<file path="src/rtl/cubic_bezier_tessellator_unit_assert.svh">
// Assertion macros for the cubic Bezier tessellator unit.
// Included by the RTL files that carry assertions; relies on clk and arst_n in scope.
`ifndef CUBIC_BEZIER_TESSELLATOR_UNIT_ASSERT_SVH
`define CUBIC_BEZIER_TESSELLATOR_UNIT_ASSERT_SVH

// Same-cycle implication, disabled while reset is asserted.
`define CBT_ASSERT_SAME(lbl, ante, cons, msg) \
	lbl: assert property (@(posedge clk) disable iff (!arst_n) (ante) |-> (cons)) \
		else $error(msg);

// Next-cycle implication, disabled while reset is asserted.
`define CBT_ASSERT_NEXT(lbl, ante, cons, msg) \
	lbl: assert property (@(posedge clk) disable iff (!arst_n) (ante) |=> (cons)) \
		else $error(msg);

`endif

</file>
<file path="src/rtl/cbt_pkg.sv">
// Shared types and constants for the cubic Bezier tessellator unit.
// No dependencies; imported by every module of the block.
`timescale 1ns / 1ps
package cbt_pkg;

	localparam int MAX_POINTS  = 64;
	localparam int IDX_W       = $clog2(MAX_POINTS);
	localparam int CNT_W       = IDX_W + 1;
	localparam int SIZE_W      = 12;
	localparam int COORD_W     = 16;
	localparam int POS_W       = 18;
	localparam int T_W         = 17;
	localparam int CFG_IDX_W   = 3;
	localparam int QUEUE_DEPTH = 2;

	localparam logic [T_W-1:0] T_ONE = T_W'(65536);

	typedef enum logic [CFG_IDX_W-1:0] {
		REG_POINT_ONE,
		REG_POINT_TWO,
		REG_POINT_THREE,
		REG_POINT_FOUR,
		REG_POINT_COUNT
	} cfg_reg_t;

	localparam logic [3:0][31:0] PT_RESET = {
		32'h4000_4000, 32'h4000_0000, 32'h0000_4000, 32'h0000_0000
	};
	localparam logic [CNT_W-1:0] COUNT_RESET = CNT_W'(MAX_POINTS);

	// Control points, entry k holds x in bits 15:0 and y in bits 31:16.
	typedef struct packed {
		logic [3:0][31:0] pt;
	} ctrl_t;

	// One run request as handed from the front to the back.
	typedef struct packed {
		logic [SIZE_W-1:0] width;
		logic [SIZE_W-1:0] height;
		logic [IDX_W-1:0]  span;
		logic [T_W-1:0]    step_q;
		logic [IDX_W-1:0]  step_r;
	} cmd_t;

	typedef struct packed {
		logic full;
		logic empty;
	} q_stat_t;

endpackage

</file>
<file path="src/rtl/cbt_front.sv">
// Front end: configuration registers, request intake and the per-run step division.
// Depends on cbt_pkg; feeds cbt_queue.
`timescale 1ns / 1ps
module cbt_front import cbt_pkg::*; (
	input  logic                 clk,
	input  logic                 arst_n,
	input  logic                 s_axis_tvalid,
	output logic                 s_axis_tready,
	input  logic [23:0]          s_axis_tdata,
	input  logic                 cfg_valid,
	input  logic [CFG_IDX_W-1:0] cfg_index,
	input  logic [31:0]          cfg_data,
	output ctrl_t                ctrl,
	input  q_stat_t              qstat,
	output logic                 push,
	output cmd_t                 push_cmd
);

	typedef enum logic [1:0] {F_IDLE, F_DIV, F_PUSH} state_t;

	localparam int CNT_DIV_W = $clog2(T_W);

	state_t                 state_q;
	logic [3:0][31:0]       pt_q;
	logic [CNT_W-1:0]       count_q;
	logic [SIZE_W-1:0]      w_q, h_q;
	logic [IDX_W-1:0]       span_q, rem_q;
	logic [T_W-1:0]         quo_q;
	logic [CNT_DIV_W-1:0]   cnt_q;
	logic [IDX_W-1:0]       span_c;
	logic [IDX_W:0]         shifted;
	logic                   ge;
	logic                   accept;

	assign s_axis_tready = (state_q == F_IDLE);
	assign accept        = s_axis_tvalid && s_axis_tready;
	assign ctrl.pt       = pt_q;

	// Clamp the point count to [2, MAX_POINTS] and take one off.
	always_comb begin
		priority if (count_q < CNT_W'(2)) begin
			span_c = IDX_W'(1);
		end else if (count_q > CNT_W'(MAX_POINTS)) begin
			span_c = IDX_W'(MAX_POINTS - 1);
		end else begin
			span_c = IDX_W'(count_q - CNT_W'(1));
		end
	end

	// Restoring division of 65536 by the span, one quotient bit per cycle.
	assign shifted = {rem_q, T_ONE[cnt_q]};
	assign ge      = shifted >= {1'b0, span_q};

	always_ff @(posedge clk or negedge arst_n) begin
		if (!arst_n) begin
			pt_q    <= PT_RESET;
			count_q <= COUNT_RESET;
		end else if (cfg_valid) begin
			unique case (cfg_index)
				REG_POINT_ONE:   pt_q[0] <= cfg_data;
				REG_POINT_TWO:   pt_q[1] <= cfg_data;
				REG_POINT_THREE: pt_q[2] <= cfg_data;
				REG_POINT_FOUR:  pt_q[3] <= cfg_data;
				REG_POINT_COUNT: count_q <= cfg_data[CNT_W-1:0];
				default: begin
				end
			endcase
		end
	end

	always_ff @(posedge clk or negedge arst_n) begin
		if (!arst_n) begin
			state_q <= F_IDLE;
			cnt_q   <= '0;
			rem_q   <= '0;
			quo_q   <= '0;
		end else begin
			unique case (state_q)
				F_IDLE: begin
					if (accept) begin
						cnt_q   <= CNT_DIV_W'(T_W - 1);
						rem_q   <= '0;
						quo_q   <= '0;
						state_q <= F_DIV;
					end
				end
				F_DIV: begin
					rem_q <= ge ? IDX_W'(shifted - {1'b0, span_q}) : shifted[IDX_W-1:0];
					quo_q <= {quo_q[T_W-2:0], ge};
					if (cnt_q == '0) begin
						state_q <= F_PUSH;
					end else begin
						cnt_q <= cnt_q - CNT_DIV_W'(1);
					end
				end
				F_PUSH: begin
					if (!qstat.full) begin
						state_q <= F_IDLE;
					end
				end
				default: state_q <= F_IDLE;
			endcase
		end
	end

	always_ff @(posedge clk) begin
		if (accept) begin
			w_q    <= s_axis_tdata[SIZE_W-1:0];
			h_q    <= s_axis_tdata[2*SIZE_W-1:SIZE_W];
			span_q <= span_c;
		end
	end

	assign push     = (state_q == F_PUSH) && !qstat.full;
	assign push_cmd = '{width: w_q, height: h_q, span: span_q, step_q: quo_q, step_r: rem_q};

endmodule

</file>
<file path="config.mk">
export PLATFORM = sky130hd
export DESIGN_NAME = cbt_front
export DESIGN_NICKNAME = d
export VERILOG_FILES = /design/src/rtl/cubic_bezier_tessellator_unit_assert.svh /design/src/rtl/cbt_pkg.sv /design/src/rtl/cbt_front.sv
export SDC_FILE = /design/constraint.sdc
export NUM_CORES = 1
export LEC_CHECK = 0
export CORE_MARGIN = 3
export CORE_UTILIZATION = 40
export CTS_CLUSTER_DIAMETER = 120
export DETAILED_ROUTE_END_ITERATION = 12
export DONT_BUFFER_PORTS = 1
export GPL_TIMING_DRIVEN = 0
export SLEW_MARGIN = 20
export SYNTH_ARGS = -nofsm -noshare
export SYNTH_HDL_FRONTEND = slang
export SYNTH_SLANG_ARGS = --single-unit
export TNS_END_PERCENT = 30
</file>
<file path="constraint.sdc">
create_clock -name clk -period 2 [get_ports clk]
set_clock_uncertainty 0.1 [all_clocks]
set_input_delay 0.4 -clock clk [delete_from_list [all_inputs] [get_ports clk]]
set_output_delay 0.4 -clock clk [all_outputs]
set_load 0.005 [all_outputs]
</file>
==> impl_metrics.prom <==
# TYPE chip_impl_metric gauge
chip_impl_info{name="crit_path_end_kind",value="flop"} 1
chip_impl_metric{name="detail_route.vias_per_cell",unit=""} 5.40
chip_impl_metric{name="cellPowerDensity",unit="mW/mm^2"} 1360
chip_impl_info{name="synth.top_cells.by_area",value="sky130_fd_sc_hd__dfrtp_1 (53%), sky130_fd_sc_hd__mux2_2 (19%), sky130_fd_sc_hd__edfxtp_1 (12%)"} 1
chip_impl_metric{name="antenna_cells_inserted",unit=""} 0
chip_impl_metric{name="ioPinCount",unit=""} 248
chip_impl_metric{name="ctsLongestPathBuffers",unit=""} 2
chip_impl_metric{name="floorplan.initialDensity",unit="%"} 41.4
chip_impl_metric{name="postSynth.asyncResetShare",unit="%"} 84.6
chip_impl_metric{name="grt_antenna_before_repair",unit=""} 0
chip_impl_info{name="synth.largest_area_cell",value="sky130_fd_sc_hd__dfrtp_1"} 1
chip_impl_metric{name="final_hold_violation_count",unit=""} 165
chip_impl_metric{name="first_global_vias",unit=""} 4473
chip_impl_metric{name="layout.nets",unit=""} 615
chip_impl_metric{name="minimum_setup_slack_after_placement",unit="ns"} -0.343
chip_impl_metric{name="nFillCells",unit=""} 1597
chip_impl_metric{name="synthesis.area",unit="mm^2"} 0.00759
chip_impl_info{name="tritoncts",value="built"} 1
chip_impl_metric{name="core.rowCount",unit=""} 49
chip_impl_metric{name="yosysUniqueCellTypes",unit=""} 48
chip_impl_metric{name="synth_top_area_share",unit="%"} 52.7
chip_impl_metric{name="grt_first_pass_wirelength",unit="um"} 26100
chip_impl_info{name="gr-max-usage-layer",value="met2"} 1
chip_impl_metric{name="grt_use_met2",unit="%"} 27.6
chip_impl_metric{name="timing.final.crit_period",unit="ns"} 1.92
chip_impl_metric{name="average_wire_per_cell_in_the_routed_design",unit="um"} 21.6
chip_impl_metric{name="area_growth_syn_to_layout",unit="%"} 16.8
chip_impl_metric{name="chipWidth",unit="um"} 144
chip_impl_metric{name="tightestPinTransition",unit="ns"} 0.696
chip_impl_metric{name="post_synth_inst_count",unit=""} 492
chip_impl_metric{name="drcViolationCount",unit=""} 0
chip_impl_metric{name="worstPathRequired",unit="ns"} 2.21
chip_impl_metric{name="place.port_buffers",unit=""} 0
chip_impl_metric{name="worstSkewPairLatency",unit="ns"} 0.41
chip_impl_metric{name="grt_use_total",unit="%"} 16.4
chip_impl_info{name="type_of_origin_of_the_critical_path",value="flop"} 1
chip_impl_metric{name="total_die_area",unit="mm^2"} 0.0207
chip_impl_metric{name="layout-drive-gt1-share",unit="%"} 36.6
chip_impl_metric{name="grt_util_met1",unit="%"} 18.3
chip_impl_metric{name="routability_congestion",unit=""} 0.774
chip_impl_metric{name="globalRoute.totalOverflow",unit=""} 0
chip_impl_metric{name="yosysSeqAreaShare",unit="%"} 66.3
chip_impl_metric{name="synth-warning-count",unit=""} 0
chip_impl_metric{name="drt-initial-drc-count",unit=""} 146
chip_impl_metric{name="number_of_enable_flip_flop_cells_after_synthesis",unit=""} 30
chip_impl_info{name="holdCritPathClass",value="input port to async pin"} 1
chip_impl_metric{name="fmax",unit="MHz"} 521
chip_impl_metric{name="final_critical_path_setup_slack",unit="ns"} 0.0824
chip_impl_metric{name="dpl.hpwl",unit="um"} 11700
chip_impl_metric{name="drt_pre_antenna_iters",unit=""} 4
chip_impl_info{name="rsz_0062_raised_after_global_routing",value="true"} 1
chip_impl_metric{name="cts_made_buffers",unit=""} 17
chip_impl_metric{name="globalRouteMet3Util",unit="%"} 9.35
chip_impl_metric{name="grt_max_degree",unit=""} 166
chip_impl_metric{name="syn_nets",unit=""} 566
chip_impl_info{name="synth_flop_cell",value="sky130_fd_sc_hd__dfrtp_1"} 1
chip_impl_info{name="clock-root-buffer",value="sky130_fd_sc_hd__clkbuf_16"} 1
chip_impl_info{name="start_to_end_type_of_the_worst_setup_path",value="flop to flop"} 1
chip_impl_metric{name="fin_worst_hold_slack",unit="ns"} -0.417
chip_impl_info{name="violated_checks",value="negative hold slack"} 1
chip_impl_metric{name="core_area",unit="mm^2"} 0.0183
chip_impl_metric{name="cap_viol_max_count",unit=""} 0
chip_impl_metric{name="die_y",unit="um"} 144
chip_impl_metric{name="maximum_net_fanout_on_the_critical_path",unit=""} 7
chip_impl_metric{name="ys_seq_elements",unit=""} 195
chip_impl_metric{name="clock_sinks",unit=""} 195
chip_impl_metric{name="report.final.setup_viol",unit=""} 0
chip_impl_metric{name="syn_area_per_cell",unit="um^2"} 15.4
chip_impl_metric{name="crit_arrival",unit="ns"} 2.12
chip_impl_metric{name="static-leakage-power",unit="nW"} 3.75
chip_impl_metric{name="fin_total_pwr",unit="mW"} 12.1
chip_impl_metric{name="path_clk_slew",unit="ns"} 0.07
chip_impl_metric{name="final_period_utilization",unit="%"} 95.9
chip_impl_info{name="run_status",value="complete, but fails checks"} 1
chip_impl_metric{name="final_max_slew_viol_count",unit=""} 0
chip_impl_metric{name="vdd_ir_drop_max",unit="mV"} 0.650
chip_impl_metric{name="clock_tree.htree_level_count",unit=""} 4
chip_impl_metric{name="sum_of_routed_wire_length_over_all_layers",unit="um"} 16900
chip_impl_metric{name="drt.antenna.violating_nets",unit=""} 0
chip_impl_metric{name="timing.max_slew.rel_slack",unit="%"} 53.3
chip_impl_metric{name="vias",unit=""} 4226
-- cell usage after synthesis, types with 2 or more instances --
library cell	instances
sky130_fd_sc_hd__nor3_1	4
sky130_fd_sc_hd__nor2_1	11
sky130_fd_sc_hd__o211ai_1	4
sky130_fd_sc_hd__nand4_1	4
sky130_fd_sc_hd__xor2_1	3
sky130_fd_sc_hd__buf_2	9
sky130_fd_sc_hd__mux2_2	128
sky130_fd_sc_hd__inv_1	13
sky130_fd_sc_hd__clkbuf_1	3
sky130_fd_sc_hd__nand2_1	16
sky130_fd_sc_hd__dfrtp_1	160
sky130_fd_sc_hd__nor3_2	2
sky130_fd_sc_hd__ha_1	8
sky130_fd_sc_hd__a21oi_1	10
sky130_fd_sc_hd__nand3b_1	2
sky130_fd_sc_hd__nand2b_1	3
sky130_fd_sc_hd__edfxtp_1	30
sky130_fd_sc_hd__dfstp_2	5
sky130_fd_sc_hd__xnor2_1	3
sky130_fd_sc_hd__mux2_1	5
sky130_fd_sc_hd__a22o_1	17
sky130_fd_sc_hd__o21ai_0	11
sky130_fd_sc_hd__nand3_1	10
sky130_fd_sc_hd__a21o_1	2
sky130_fd_sc_hd__buf_4	6
-- area by class of cell --
cell class	count	area [um^2]	area share, %
Clock inverter	13	194	2.19
Multi-Input combinational cell	264	2440	27.5
Sequential cell	195	5040	56.8
Inverter	13	52.6	0.593
Timing Repair Buffer	30	295	3.33
Buffer	20	118	1.33
Clock buffer	19	443	5.00
Tap cell	229	287	3.23
-- through the flow --
step | instance area (um^2) | std cells | TNS (ns) | hold slack [ns] | utilization, %
final | 8860 | 783 | 0 | -0.417 | 48.4
after global routing | 8860 | 783 | -0.0364 | -0.454 | 48.4
after CTS | 8800 | 780 | 0 | -0.445 | 48.0
after detailed placement | 7880 | 721 | -10.74 | 0.00913 | 43.0
after global placement | 7880 | 721 | -9.08 | 0.0105 | 43.0
after floorplan | 7590 | 492 | 0 | 0.00441 | -
-- per-layer routing --
layer	routed length, um	part of all wire (%)
met1	6300	37
met5	0	0
met3	1880	11
met4	101	0.60
met2	8640	51
-- repair_timing --
action                                  4_1_cts  5_1_grt
pin swaps                                     0        7
gates cloned                                  0        0
hold buffers                                 27        1
buffers inserted                              0        2
endpoints found under the hold margin       192      167
endpoints found under the setup margin       34       36
resized for setup                             3        8
-- path summary, 6_finish.rpt --
path / startpoint / cells after the start / slack (ns) / endpoint
setup / recovery: span_q[3] / 7 / 0.08 / quo_q[0]
hold / removal: arst_n / 0 / -0.42 / quo_q[11]
setup reg to reg: span_q[3] / 7 / 0.08 / quo_q[0]
hold reg to reg: cnt_q[0] / 1 / 0.43 / cnt_q[0]
max in group asynchronous: arst_n / 0 / 1.87 / ctrl[126]
min in group clk: cfg_data[1] / 2 / 0.02 / count_q[1]
-- where the power goes --
part | internal [mW] | total (mW) | switching, mW
logic | 1.26 | 2.44 | 1.18
clock network | 2.16 | 3.66 | 1.50
registers | 5.07 | 5.99 | 0.926
-- kinds of logic after synthesis --
group	synth area share [%]
muxes	19.9
DFF	66.3
xor gates and xnor gates	0.692
AOI/OAI and AO/OA	4.75
adders and majority gates	1.58
buffers and inverters	2.19
and+or+nand+nor	4.58
-- worst max-delay path: stages, from the launching register on --
cell and delay [ns]:
sky130_fd_sc_hd__edfxtp_1 0.46, sky130_fd_sc_hd__inv_2 0.11, sky130_fd_sc_hd__ha_4 0.21, sky130_fd_sc_hd__a21o_1 0.19
sky130_fd_sc_hd__a21oi_2 0.21, sky130_fd_sc_hd__o211ai_4 0.13, sky130_fd_sc_hd__and2_4 0.21, sky130_fd_sc_hd__a22o_1 0.20
-- placed cells by master (no fill, tap or decap), drive strengths merged, types with 3 or more instances in the layout --
cell type,netlist,layout
o21ai,12,12
o211ai,5,5
edfxtp,30,30
nand3,10,10
nor2,12,12
xnor2,3,3
dlygate4sd3,0,28
clkinv,0,3
dfrtp,160,160
ha,8,8
buf,16,18
inv,13,18
nand4,4,4
clkbuf,4,23
bufinv,0,4
a22o,17,17
nand2,16,16
mux2,133,133
xor2,3,3
nand2b,3,3
nor3,6,6
dfstp,5,5
a21oi,11,11
-- flip-flops by register name (all words and copies together) (netlist names) --
| register | cells |
|---|---|
| w_q | 12 |
| count_q | 7 |
| span_q | 6 |
| quo_q | 17 |
| cnt_q | 5 |
| h_q | 12 |
| rem_q | 6 |
| state_q | 2 |
| ctrl | 128 |
Note: power is estimated with default switching activity, not from simulation.
