$ cat src/rtl/cubic_bezier_tessellator_unit_assert.svh
// Assertion macros for the cubic Bezier tessellator unit.
// Included by the RTL files that carry assertions; relies on clk and arst_n in scope.
`ifndef CUBIC_BEZIER_TESSELLATOR_UNIT_ASSERT_SVH
`define CUBIC_BEZIER_TESSELLATOR_UNIT_ASSERT_SVH

// Same-cycle implication, disabled while reset is asserted.
`define CBT_ASSERT_SAME(lbl, ante, cons, msg) \
	lbl: assert property (@(posedge clk) disable iff (!arst_n) (ante) |-> (cons)) \
		else $error(msg);

// Next-cycle implication, disabled while reset is asserted.
`define CBT_ASSERT_NEXT(lbl, ante, cons, msg) \
	lbl: assert property (@(posedge clk) disable iff (!arst_n) (ante) |=> (cons)) \
		else $error(msg);

`endif

$ cat src/rtl/cbt_pkg.sv
// Shared types and constants for the cubic Bezier tessellator unit.
// No dependencies; imported by every module of the block.
`timescale 1ns / 1ps
package cbt_pkg;

	localparam int MAX_POINTS  = 64;
	localparam int IDX_W       = $clog2(MAX_POINTS);
	localparam int CNT_W       = IDX_W + 1;
	localparam int SIZE_W      = 12;
	localparam int COORD_W     = 16;
	localparam int POS_W       = 18;
	localparam int T_W         = 17;
	localparam int CFG_IDX_W   = 3;
	localparam int QUEUE_DEPTH = 2;

	localparam logic [T_W-1:0] T_ONE = T_W'(65536);

	typedef enum logic [CFG_IDX_W-1:0] {
		REG_POINT_ONE,
		REG_POINT_TWO,
		REG_POINT_THREE,
		REG_POINT_FOUR,
		REG_POINT_COUNT
	} cfg_reg_t;

	localparam logic [3:0][31:0] PT_RESET = {
		32'h4000_4000, 32'h4000_0000, 32'h0000_4000, 32'h0000_0000
	};
	localparam logic [CNT_W-1:0] COUNT_RESET = CNT_W'(MAX_POINTS);

	// Control points, entry k holds x in bits 15:0 and y in bits 31:16.
	typedef struct packed {
		logic [3:0][31:0] pt;
	} ctrl_t;

	// One run request as handed from the front to the back.
	typedef struct packed {
		logic [SIZE_W-1:0] width;
		logic [SIZE_W-1:0] height;
		logic [IDX_W-1:0]  span;
		logic [T_W-1:0]    step_q;
		logic [IDX_W-1:0]  step_r;
	} cmd_t;

	typedef struct packed {
		logic full;
		logic empty;
	} q_stat_t;

endpackage

$ cat src/rtl/cbt_queue.sv
// Two-entry request queue between the front and back of the tessellator.
// Depends on cbt_pkg for the request type.
`timescale 1ns / 1ps
module cbt_queue import cbt_pkg::*; (
	input  logic    clk,
	input  logic    arst_n,
	input  logic    push,
	input  cmd_t    push_cmd,
	input  logic    pop,
	output cmd_t    head,
	output q_stat_t qstat
);

	localparam int PTR_W = $clog2(QUEUE_DEPTH);

	cmd_t                    mem_q [QUEUE_DEPTH];
	logic [PTR_W-1:0]        wr_q, rd_q;
	logic [PTR_W:0]          fill_q;

	assign qstat.full  = (fill_q == (PTR_W+1)'(QUEUE_DEPTH));
	assign qstat.empty = (fill_q == '0);
	assign head        = mem_q[rd_q];

	always_ff @(posedge clk or negedge arst_n) begin
		if (!arst_n) begin
			wr_q   <= '0;
			rd_q   <= '0;
			fill_q <= '0;
		end else begin
			if (push) begin
				wr_q <= wr_q + PTR_W'(1);
			end
			if (pop) begin
				rd_q <= rd_q + PTR_W'(1);
			end
			fill_q <= fill_q + (PTR_W+1)'(push) - (PTR_W+1)'(pop);
		end
	end

	always_ff @(posedge clk) begin
		if (push) begin
			mem_q[wr_q] <= push_cmd;
		end
	end

endmodule

$ cat config.mk
export PLATFORM = sky130hd
export DESIGN_NAME = cbt_queue
export DESIGN_NICKNAME = d
export VERILOG_FILES = /design/src/rtl/cubic_bezier_tessellator_unit_assert.svh /design/src/rtl/cbt_pkg.sv /design/src/rtl/cbt_queue.sv
export SDC_FILE = /design/constraint.sdc
export NUM_CORES = 1
export LEC_CHECK = 0
export BUFFER_PORTS_ARGS = -buffer_cell sky130_fd_sc_hd__buf_2
export CORE_ASPECT_RATIO = 0.6
export CORE_UTILIZATION = 25
export CTS_CLUSTER_SIZE = 25
export DETAILED_ROUTE_END_ITERATION = 10
export PLACE_DENSITY_LB_ADDON = 0.05
export SLEW_MARGIN = 20
export SYNTH_ARGS = -nofsm -noshare
export SYNTH_HDL_FRONTEND = slang
export SYNTH_SLANG_ARGS = --single-unit
$ cat constraint.sdc
create_clock -name clk -period 6.9 [get_ports clk]
set_input_delay 0.69 -clock clk [delete_from_list [all_inputs] [get_ports clk]]
set_output_delay 0.69 -clock clk [all_outputs]
set_load 0.02 [all_outputs]
==> results of run 1 <==
[state kept, by name, indices dropped and copies added (netlist names)]
register,cells
mem_q,106
wr_q,1
fill_q,2
rd_q,1
[worst paths after layout]
kind / startpoint / to / cells after the start
max: rd_q / head[50] / 2
min: arst_n / fill_q[0] / 1
max reg2reg: wr_q / mem_q[0][10] / 2
min reg2reg: wr_q / wr_q / 1
max in group asynchronous: arst_n / rd_q / 1
min in group clk: push_cmd[51] / mem_q[0][51] / 1
[cell usage in the layout (no fill, tap or decap)]
master                        n
sky130_fd_sc_hd__nor2b_4      1
sky130_fd_sc_hd__dfrtp_1      3
sky130_fd_sc_hd__edfxtp_1   106
sky130_fd_sc_hd__xor3_1       1
sky130_fd_sc_hd__inv_1        2
sky130_fd_sc_hd__and2_2       1
sky130_fd_sc_hd__nor2b_1      1
sky130_fd_sc_hd__clkbuf_16    9
sky130_fd_sc_hd__xor2_1       2
sky130_fd_sc_hd__clkbuf_1     2
sky130_fd_sc_hd__diode_2      1
sky130_fd_sc_hd__clkbuf_8     1
sky130_fd_sc_hd__mux2_2       4
sky130_fd_sc_hd__mux2_4      49
sky130_fd_sc_hd__dfrtp_4      1
sky130_fd_sc_hd__bufinv_16    4
sky130_fd_sc_hd__buf_4        2
sky130_fd_sc_hd__buf_2      111
sky130_fd_sc_hd__ha_1         2
sky130_fd_sc_hd__nor2_1       1
[worst register-to-register path, stage by stage (launching register included)]
cell	delay, ps
sky130_fd_sc_hd__dfrtp_1	420
sky130_fd_sc_hd__nor2b_4	360
sky130_fd_sc_hd__buf_4	600
[Yosys cell counts]
| master | n |
|---|---|
| sky130_fd_sc_hd__nor2_1 | 1 |
| sky130_fd_sc_hd__mux2_2 | 4 |
| sky130_fd_sc_hd__inv_1 | 2 |
| sky130_fd_sc_hd__and2_1 | 1 |
| sky130_fd_sc_hd__mux2_4 | 49 |
| sky130_fd_sc_hd__dfrtp_1 | 4 |
| sky130_fd_sc_hd__buf_6 | 1 |
| sky130_fd_sc_hd__nor2b_1 | 2 |
| sky130_fd_sc_hd__buf_12 | 5 |
| sky130_fd_sc_hd__edfxtp_1 | 106 |
| sky130_fd_sc_hd__xor2_1 | 2 |
| sky130_fd_sc_hd__ha_1 | 2 |
| sky130_fd_sc_hd__xor3_1 | 1 |
[where the power goes]
| group | total, mW | leakage, nW | internal, mW | switching, mW |
|---|---|---|---|---|
| Sequential | 1.01 | 1.04 | 0.889 | 0.125 |
| Combinational | 0.710 | 0.931 | 0.350 | 0.360 |
| Clock | 0.622 | 0.177 | 0.402 | 0.220 |
[stage by stage]
| step | power, mW | instances |
|---|---|---|
| global route | 2.46 | 531 |
| detailed placement | 1.76 | 515 |
| floorplan | 1.58 | 180 |
| finish | 2.35 | 532 |
| CTS | 2.39 | 531 |
| global placement | 1.76 | 515 |
[metal layers]
layer  global-route usage, %  up-vias  routed length (um)
li1                        -      941                   -
met1                    12.6      977                3950
met2                    14.0       67                3640
met3                    3.84        9                 525
met4                    2.91        2                  70
met5                       0        -                   8
[logic make-up after synthesis]
family | count (synthesis)
fa+ha+maj | 2
xor+xnor | 3
buf+inv | 8
mux | 53
simple gates | 4
flops | 110
[final cells by class]
cell class	instances	area, um2
Inverter	2	7.51
Timing Repair Buffer	113	571
Fill cell	1643	11100
Tap cell	228	285
Clock inverter	4	120
Multi-Input combinational cell	62	878
Clock buffer	12	246
Sequential cell	110	3290
Antenna cell	1	2.50
==> run metrics, run 1 <==
run status complete, no violations; Mean Syn Cell Area 23.7 um2; largest vdd supply drop 0.000161 V; CTS tree built; Max stage delay cell, worst path sky130_fd_sc_hd__dfrtp_4; Post-CTS Repair Setup Buffers 0; I/O Buffers 111; DRC violation count after routing 0; I/O pin count 112; # clock sinks 110; post-layout minimum cycle time 2760 ps; routability cong. 0.655; ordered list of cells on the worst path mux2_2 -> buf_2; Cells after Synth 180; number of buffers added to fix hold violations after cts 0; routed length per instance 15.4 um; overall die height 103 um; Die Footprint 0.0176 mm2; sum of net half-perimeters after detailed placement 5220 um; clock buffers created by TritonCTS 9; H-tree levels 3; Final Net Count 357; placed cell areas 0.00503 mm2; Syn Std Cell Area 0.00427 mm2; setup total negative slack 0 ps; clock latency on the worst-skew pair 340 ps; sequential area share after synthesis 76.9%; cell accounting for the most synthesized area sky130_fd_sc_hd__edfxtp_1; total length of routed wires 8200 um; register bit count reported by yosys 110; number of max-slew violations in the final report 0; Post-DRT Antenna Nets 0; slew at the pin closest to its max-slew limit 1050 ps; adder and majority cell fraction of the synthesized area 0.586%; GR Overflow Total 0; DR vias 1996; wire length of the first global-routing pass 11600 um; cell row count 36; fin worst setup slack 4140 ps; type of element capturing the critical path primary output; max-cap check violation count 0; Max Clock Freq 0.362 GHz; cell leakage power 2.15 nW; Distinct cells, synth 13; total power divided by cell area 435 mW/mm2; pin count of the biggest net entering global routing 55; worst min-delay path category in -> async; Die X-Extent 171 um; Crit path buffers/inverters 1; Place WS 4460 ps; largest cells by area after synthesis sky130_fd_sc_hd__edfxtp_1, sky130_fd_sc_hd__mux2_4, sky130_fd_sc_hd__buf_12; starting density of the core 25.9%; Max Fanout on Critical Path 54; startpoint kind of the worst setup timing path flip-flop; post-layout instance area 0.00540 mm2; Worst Path Required 6210 ps; largest delay contributor family on the critical path flip-flops; simple logic cell fraction of the synthesized area 0.527%; antenna violations before repair 2; Hold Vio Cnt, Final 0; final worst hold slack 148 ps; PostCTS Resize Cnt 0; via count of the first global-routing pass 1942; largest incremental delay on the critical path 1120 ps; clk_skew 8.97 ps; core area 0.0165 mm2; Area growth, synth to finish 26.4%; Clock Tree Buf Depth 2; FF-to-FF setup slack 5120 ps; arrival time of the worst setup path 2070 ps; root buffer cell sky130_fd_sc_hd__clkbuf_16; classification of the worst setup path reg -> out; share of post-route cells with drive strength above 1 60.4%; Post-Synth XOR/XNOR Area 0.967%; area fraction of the dominant cell type after synthesis 74.5%; compound-cell area share of the yosys netlist 0%; Post-Synthesis Net Count 239; drt initial violations 78; post-DR vias/cell 3.75; Finish-stage setup viols 0; warning count from the yosys run 0; final clock period utilization by the worst path 40.0%; RSZ-0062 raised after global routing false; total global-route track usage 9.43%; mux contribution to synthesized area 18.3%; dominant combinational cell family by area after synthesis multiplexers; Pre-antenna DRT Iters 4; fin util 32.7%; Max-Slew Margin vs Limit 29.9%; clock transition at the registers of the reported paths 70 ps
(Power assumes the default switching activity.)
==> run 2: changes to the inputs <==
- ABC_AREA: not set -> 1
- clock period: 6.9 -> 2.4 ns (I/O delays scaled with it)
==> run 2 against run 1 <==
  * Clock-buffer cell count fell by 2
  * Non-clock buffer count rose by 6
  * Hold slack got worse by 71 ps
  * First-iteration DRC count rose by 95%
  * Design area fell by 1.9%
  * Critical path type unchanged
  * Critical endpoint is now head[1]
  * Highest routed layer unchanged
==> run metrics, run 2 <==
Finish-stage setup viols 0; ordered list of cells on the worst path buf_12 -> nand2_1 -> o21ai_0 -> buf_2; Worst Path Required 2160 ps; share of post-route cells with drive strength above 1 33.9%; overall die height 102 um; Largest Register mem_q; root buffer cell sky130_fd_sc_hd__clkbuf_16; Post-CTS Repair Setup Buffers 0; cell leakage power 2.23 nW; run status complete, no violations; cell row count 36; Max stage delay cell, worst path sky130_fd_sc_hd__dfrtp_4; wire length on met2 3390 um; part of the power in the clock network 21.8%; final worst hold slack 77.7 ps; largest registers mem_q: 106 flops, fill_q: 2 flops; total power divided by cell area 1180 mW/mm2; total power 6.27 mW; total global-route track usage 10.2%; clock latency on the worst-skew pair 340 ps; Combinational Power Share 33.8%; Clock Tree Buf Depth 2; largest cells by area after synthesis sky130_fd_sc_hd__edfxtp_1, sky130_fd_sc_hd__inv_1, sky130_fd_sc_hd__nand2_1; setup total negative slack 0 ps; classification of the worst setup path reg -> out; fraction of power spent switching nets 37.4%; most used standard cells in the synthesized netlist sky130_fd_sc_hd__edfxtp_1, sky130_fd_sc_hd__inv_1, sky130_fd_sc_hd__nand2_1; worst hold start push_cmd[9]; pin count of the biggest net entering global routing 52; Place WS 672 ps; total length of routed wires 8420 um; sum of net half-perimeters after detailed placement 5490 um; P_int 3.92 mW; fin worst setup slack 333 ps; non-filler cells, final 654; post-DR vias/cell 3.74; Hold Vio Cnt, Final 0; total net switching power 2.34 mW; flip-flop count of the largest register after layout 106; worst min-delay path category in -> reg; combined area of the multi-input logic cells 583 um2; most common cell after layout, fill and taps aside sky130_fd_sc_hd__buf_2; share of total power in sequential cells 44.4%; Pre-antenna DRT Iters 4; slew at the pin closest to its max-slew limit 581 ps; wire length of the first global-routing pass 12600 um; routability cong. 0.676; Area growth, synth to finish 26.6%; Post-Synthesis Net Count 361; DR vias 2447; Crit Reg-Reg Startpoint wr_q; largest vdd supply drop 0.000441 V; startpoint kind of the worst setup timing path flip-flop; Post-DRT Antenna Nets 0; via count of the first global-routing pass 2256; drt initial violations 152; sequential area share after synthesis 78.5%; Post-synth EDFFs 106; worst setup path startpoint rd_q; H-tree levels 3; clk_skew 6.37 ps; Mean Syn Cell Area 13.8 um2; clock transition at the registers of the reported paths 70 ps; register bit count reported by yosys 110; Max-Slew Margin vs Limit 61.2%; met1 wire length 4070 um; warning count from the yosys run 0; I/O Buffers 111; commonest register cell after synthesis sky130_fd_sc_hd__edfxtp_1; fraction of registers with async set/reset 3.64%; placed cell count 636; Syn Std Cell Area 0.00418 mm2; Cells after Synth 302; clock buffers created by TritonCTS 9; RSZ-0062 raised after global routing false; area fraction of the dominant cell type after synthesis 76.1%; CTS tree built; GR Overflow Total 0; Final Net Count 479; Distinct cells, synth 15; post-layout minimum cycle time 2070 ps; cell accounting for the most synthesized area sky130_fd_sc_hd__edfxtp_1; arrival time of the worst setup path 1830 ps; top routing layer used met5; I/O pin count 112; number of max-slew violations in the final report 0; final clock period utilization by the worst path 86.1%; max-cap check violation count 0; core area 0.0163 mm2; Die X-Extent 169 um; starting density of the core 25.6%; largest incremental delay on the critical path 810 ps; highest-count cells in the layout ignoring fill and taps sky130_fd_sc_hd__buf_2, sky130_fd_sc_hd__edfxtp_1, sky130_fd_sc_hd__inv_1, sky130_fd_sc_hd__nand2_1, sky130_fd_sc_hd__o21ai_1; # clock sinks 110; most used standard cell by instance count after synthesis sky130_fd_sc_hd__edfxtp_1; Die Footprint 0.0173 mm2; routed length on met3 839 um; footprint of the flip-flops and latches 0.00329 mm2; routed length per instance 12.9 um; type of element capturing the critical path primary output; DRC violation count after routing 0; Max Fanout on Critical Path 51; Max Clock Freq 0.484 GHz; antenna violations before repair 2; Filler Cells Inserted 1718
[run 2: final cells by class]
type,count,share of cell area [%]
clock buffer,10,4.33
timing repair buffer,119,12.1
multi-input combinational,120,11.0
tap,228,5.39
antenna,1,0.0473
sequential,110,62.1
inverter,60,4.25
clock inverter,6,0.733
[run 2: kinds of logic (layout without fill, tap and decap cells)]
kind of cell               Yosys count  count (layout)  synth area share (%)
AOI/OAI and AO/OA                   53              53                  7.06
xor gates and xnor gates             2               2                 0.419
adders and majority gates            2               2                 0.598
buffers and inverters               72             195                  7.72
DFF                                110             110                  78.5
other                                0               1                     0
and+or+nand+nor                     63              63                  5.69
[run 2: final timing paths]
path,cells past startpoint,to,slack (ps)
worst max-delay path,4,head[1],330
worst min-delay path,1,mem_q[0][9],80
worst max register to register,3,mem_q[1][5],960
worst min register to register,1,wr_q,550
max in group asynchronous,2,rd_q,2030
min in group asynchronous,2,rd_q,230
[run 2: worst max-delay path: cells and delay by family, from the launching register on]
| family | cells | cell delay [ps] |
|---|---|---|
| flip-flops | 1 | 810 |
| buffers and inverters | 2 | 490 |
| AO/OA/AOI/OAI | 1 | 90 |
| AND/OR/NAND/NOR | 1 | 60 |
[run 2: power by group through the flow]
stage	sequential, mW	combinational (mW)	clock, mW
floorplan	2.68	1.56	0
global placement	2.84	2.17	0
detailed placement	2.84	2.17	0
CTS	2.80	2.18	1.44
global route	2.85	2.36	1.49
finish	2.79	2.12	1.37
[run 2: metrics by stage]
| step | utilization [%] | cell area [um2] |
|---|---|---|
| global route | 32.5 | 5290 |
| floorplan | - | 4180 |
| global placement | 30.7 | 5010 |
| finish | 32.5 | 5290 |
| CTS | 32.5 | 5290 |
| detailed placement | 30.7 | 5010 |
[run 2: metal layers]
layer  vias to the layer above  GRT usage, %
li1                       1241             -
met1                      1120          13.6
met2                        75          13.6
met3                         9          5.73
met4                         2          3.57
met5                         -             0
[run 2: timing repair]
action / 4_1_cts / 5_1_grt
gates resized for setup: 0 / 0
hold buffers: 1 / 0
hold endpoints to repair: 4 / 0
==> run 3: changes to the inputs <==
- ABC_CLOCK_PERIOD_IN_PS: not set -> 2400
- CELL_PAD_IN_SITES_DETAIL_PLACEMENT: not set -> 1
- CELL_PAD_IN_SITES_GLOBAL_PLACEMENT: not set -> 2
==> run 3 against run 2 <==
  * Design area is 0.87% higher
  * Clock power up 20%
  * Hold slack improved by 5.1 ps
  * First-iteration DRC count is 49% lower
  * Flip-flop and latch count unchanged
  * Register-to-register slack improved by 100 ps
  * Final cell count down 0.31%
  * Total power up 4.7%
  * Largest cell class unchanged
  * Maximum frequency rose by 11%
  * Sequential share of layout area down 0.54 points
  * Worst setup slack better by 210 ps
==> run metrics, run 3 (synthesized netlist as in run 2, its figures left out) <==
total length of routed wires 8700 um; clock latency on the worst-skew pair 340 ps; Max Fanout on Critical Path 26; Post-CTS Repair Setup Buffers 0; largest vdd supply drop 0.000435 V; antenna violations before repair 1; Post-DRT Antenna Nets 0; placed cell areas 0.00500 mm2; core area 0.0163 mm2; starting density of the core 25.6%; Final Net Count 479; H-tree levels 3; arrival time of the worst setup path 1620 ps; number of max-slew violations in the final report 0; classification of the worst setup path reg -> out; Max Clock Freq 0.539 GHz; Clock Tree Buf Depth 2; flip-flop count of the largest register after layout 106; number of buffers added to fix hold violations after cts 1; routed length per instance 13.3 um; sum of net half-perimeters after detailed placement 5860 um; GR Overflow Total 0; Pre-antenna DRT Iters 4; pin count of the biggest net entering global routing 43; # clock sinks 110; max-cap check violation count 0; root buffer cell sky130_fd_sc_hd__clkbuf_16; startpoint kind of the worst setup timing path flip-flop; run status complete, no violations; clock transition at the registers of the reported paths 70 ps; Crit path buffers/inverters 2; largest delay contributor family on the critical path flip-flops; Filler Cells Inserted 1821; RSZ-0062 raised after global routing false; post-layout minimum cycle time 1860 ps; total global-route track usage 10.4%; Max-Slew Margin vs Limit 70.3%; setup total negative slack 0 ps; Die X-Extent 169 um; most common cell after layout, fill and taps aside sky130_fd_sc_hd__buf_2; PostCTS Resize Cnt 0; Hold Vio Cnt, Final 0; I/O pin count 112; largest incremental delay on the critical path 570 ps; Worst Path Required 2160 ps; worst min-delay path category in -> reg; overall die height 102 um; cell row count 36; Die Footprint 0.0173 mm2; largest registers mem_q: 106 flops, fill_q: 2 flops; clk_skew 7.39 ps; post-layout instance area 0.00534 mm2; cell leakage power 2.25 nW; final clock period utilization by the worst path 77.3%; total power divided by cell area 1230 mW/mm2; highest-count cells in the layout ignoring fill and taps sky130_fd_sc_hd__buf_2, sky130_fd_sc_hd__edfxtp_1, sky130_fd_sc_hd__inv_1, sky130_fd_sc_hd__nand2_1, sky130_fd_sc_hd__o21ai_1; clock buffers created by TritonCTS 9; DRC violation count after routing 0; Area growth, synth to finish 27.7%; share of post-route cells with drive strength above 1 33.6%; DR vias 2469; Max stage delay cell, worst path sky130_fd_sc_hd__dfrtp_4; Largest Register mem_q; Finish-stage setup viols 0; drt initial violations 78; ordered list of cells on the worst path buf_4 -> o21ai_1 -> buf_2; routability cong. 0.667; via count of the first global-routing pass 2393; slew at the pin closest to its max-slew limit 445 ps; I/O Buffers 111; post-DR vias/cell 3.79; type of element capturing the critical path primary output; CTS tree built; wire length of the first global-routing pass 13000 um
==> run 3: changes by cell type in the layout (fill, tap and decap cells not counted) <==
cell / delta
sky130_fd_sc_hd__bufinv_16: +3
sky130_fd_sc_hd__clkinv_2: -3
sky130_fd_sc_hd__buf_12: -1
sky130_fd_sc_hd__buf_4: +1
sky130_fd_sc_hd__clkinv_4: -1
sky130_fd_sc_hd__clkinvlp_4: -1
==> run 3: worst paths after layout <==
kind	start	end	slack [ps]	cells after the start
worst max-delay path	rd_q	head[13]	540	3
worst min-delay path	push_cmd[15]	mem_q[0][15]	80	1
worst max register to register	wr_q	mem_q[1][0]	1060	3
worst min register to register	wr_q	wr_q	560	1
max in group asynchronous	arst_n	rd_q	2010	2
min in group asynchronous	arst_n	fill_q[1]	240	2
==> run 3: worst reg2reg max path: cells and delay by family, from the launching register on <==
kind,cells,cell delay [ps]
buffers and inverters,2,450
flip-flops,1,430
AND/OR/NAND/NOR,1,90
==> run 3: area by class of cell <==
cell class	count	area, um2	share of cell area (%)
Tap cell	228	285	5.34
Inverter	60	225	4.22
Clock buffer	10	229	4.29
Timing Repair Buffer	119	631	11.8
Antenna cell	1	2.50	0.0469
Clock inverter	4	97.6	1.83
Sequential cell	110	3290	61.6
Multi-Input combinational cell	120	583	10.9
==> run 3: metal layers <==
| layer | GRT usage [%] | vias to the layer above | part of all wire (%) |
|---|---|---|---|
| met4 | 3.99 | 0 | 1.5 |
| met5 | 0 | - | 0 |
| met3 | 4.11 | 12 | 7.4 |
| met1 | 13.9 | 1147 | 49 |
| met2 | 15.1 | 70 | 42 |
| li1 | - | 1240 | - |
==> run 3: metrics by stage <==
stage / utilization (%) / setup slack [ps] / instances / hold WS [ps] / total power, mW
after floorplan: - / 182 / 302 / -55.6 / 4.24
after detailed placement: 30.7 / 915 / 636 / 60.6 / 5.04
after global placement: 30.7 / 934 / 636 / 59.2 / 5.00
after global routing: 32.7 / 420 / 651 / 66.3 / 6.96
after CTS: 32.7 / 527 / 651 / 60.7 / 6.72
final: 32.8 / 544 / 652 / 82.8 / 6.56
==> run 3: power by group <==
| group | internal [mW] | total (mW) | switching (mW) |
|---|---|---|---|
| registers | 2.56 | 2.69 | 0.136 |
| logic | 0.666 | 2.23 | 1.56 |
| clock network | 1.01 | 1.64 | 0.630 |
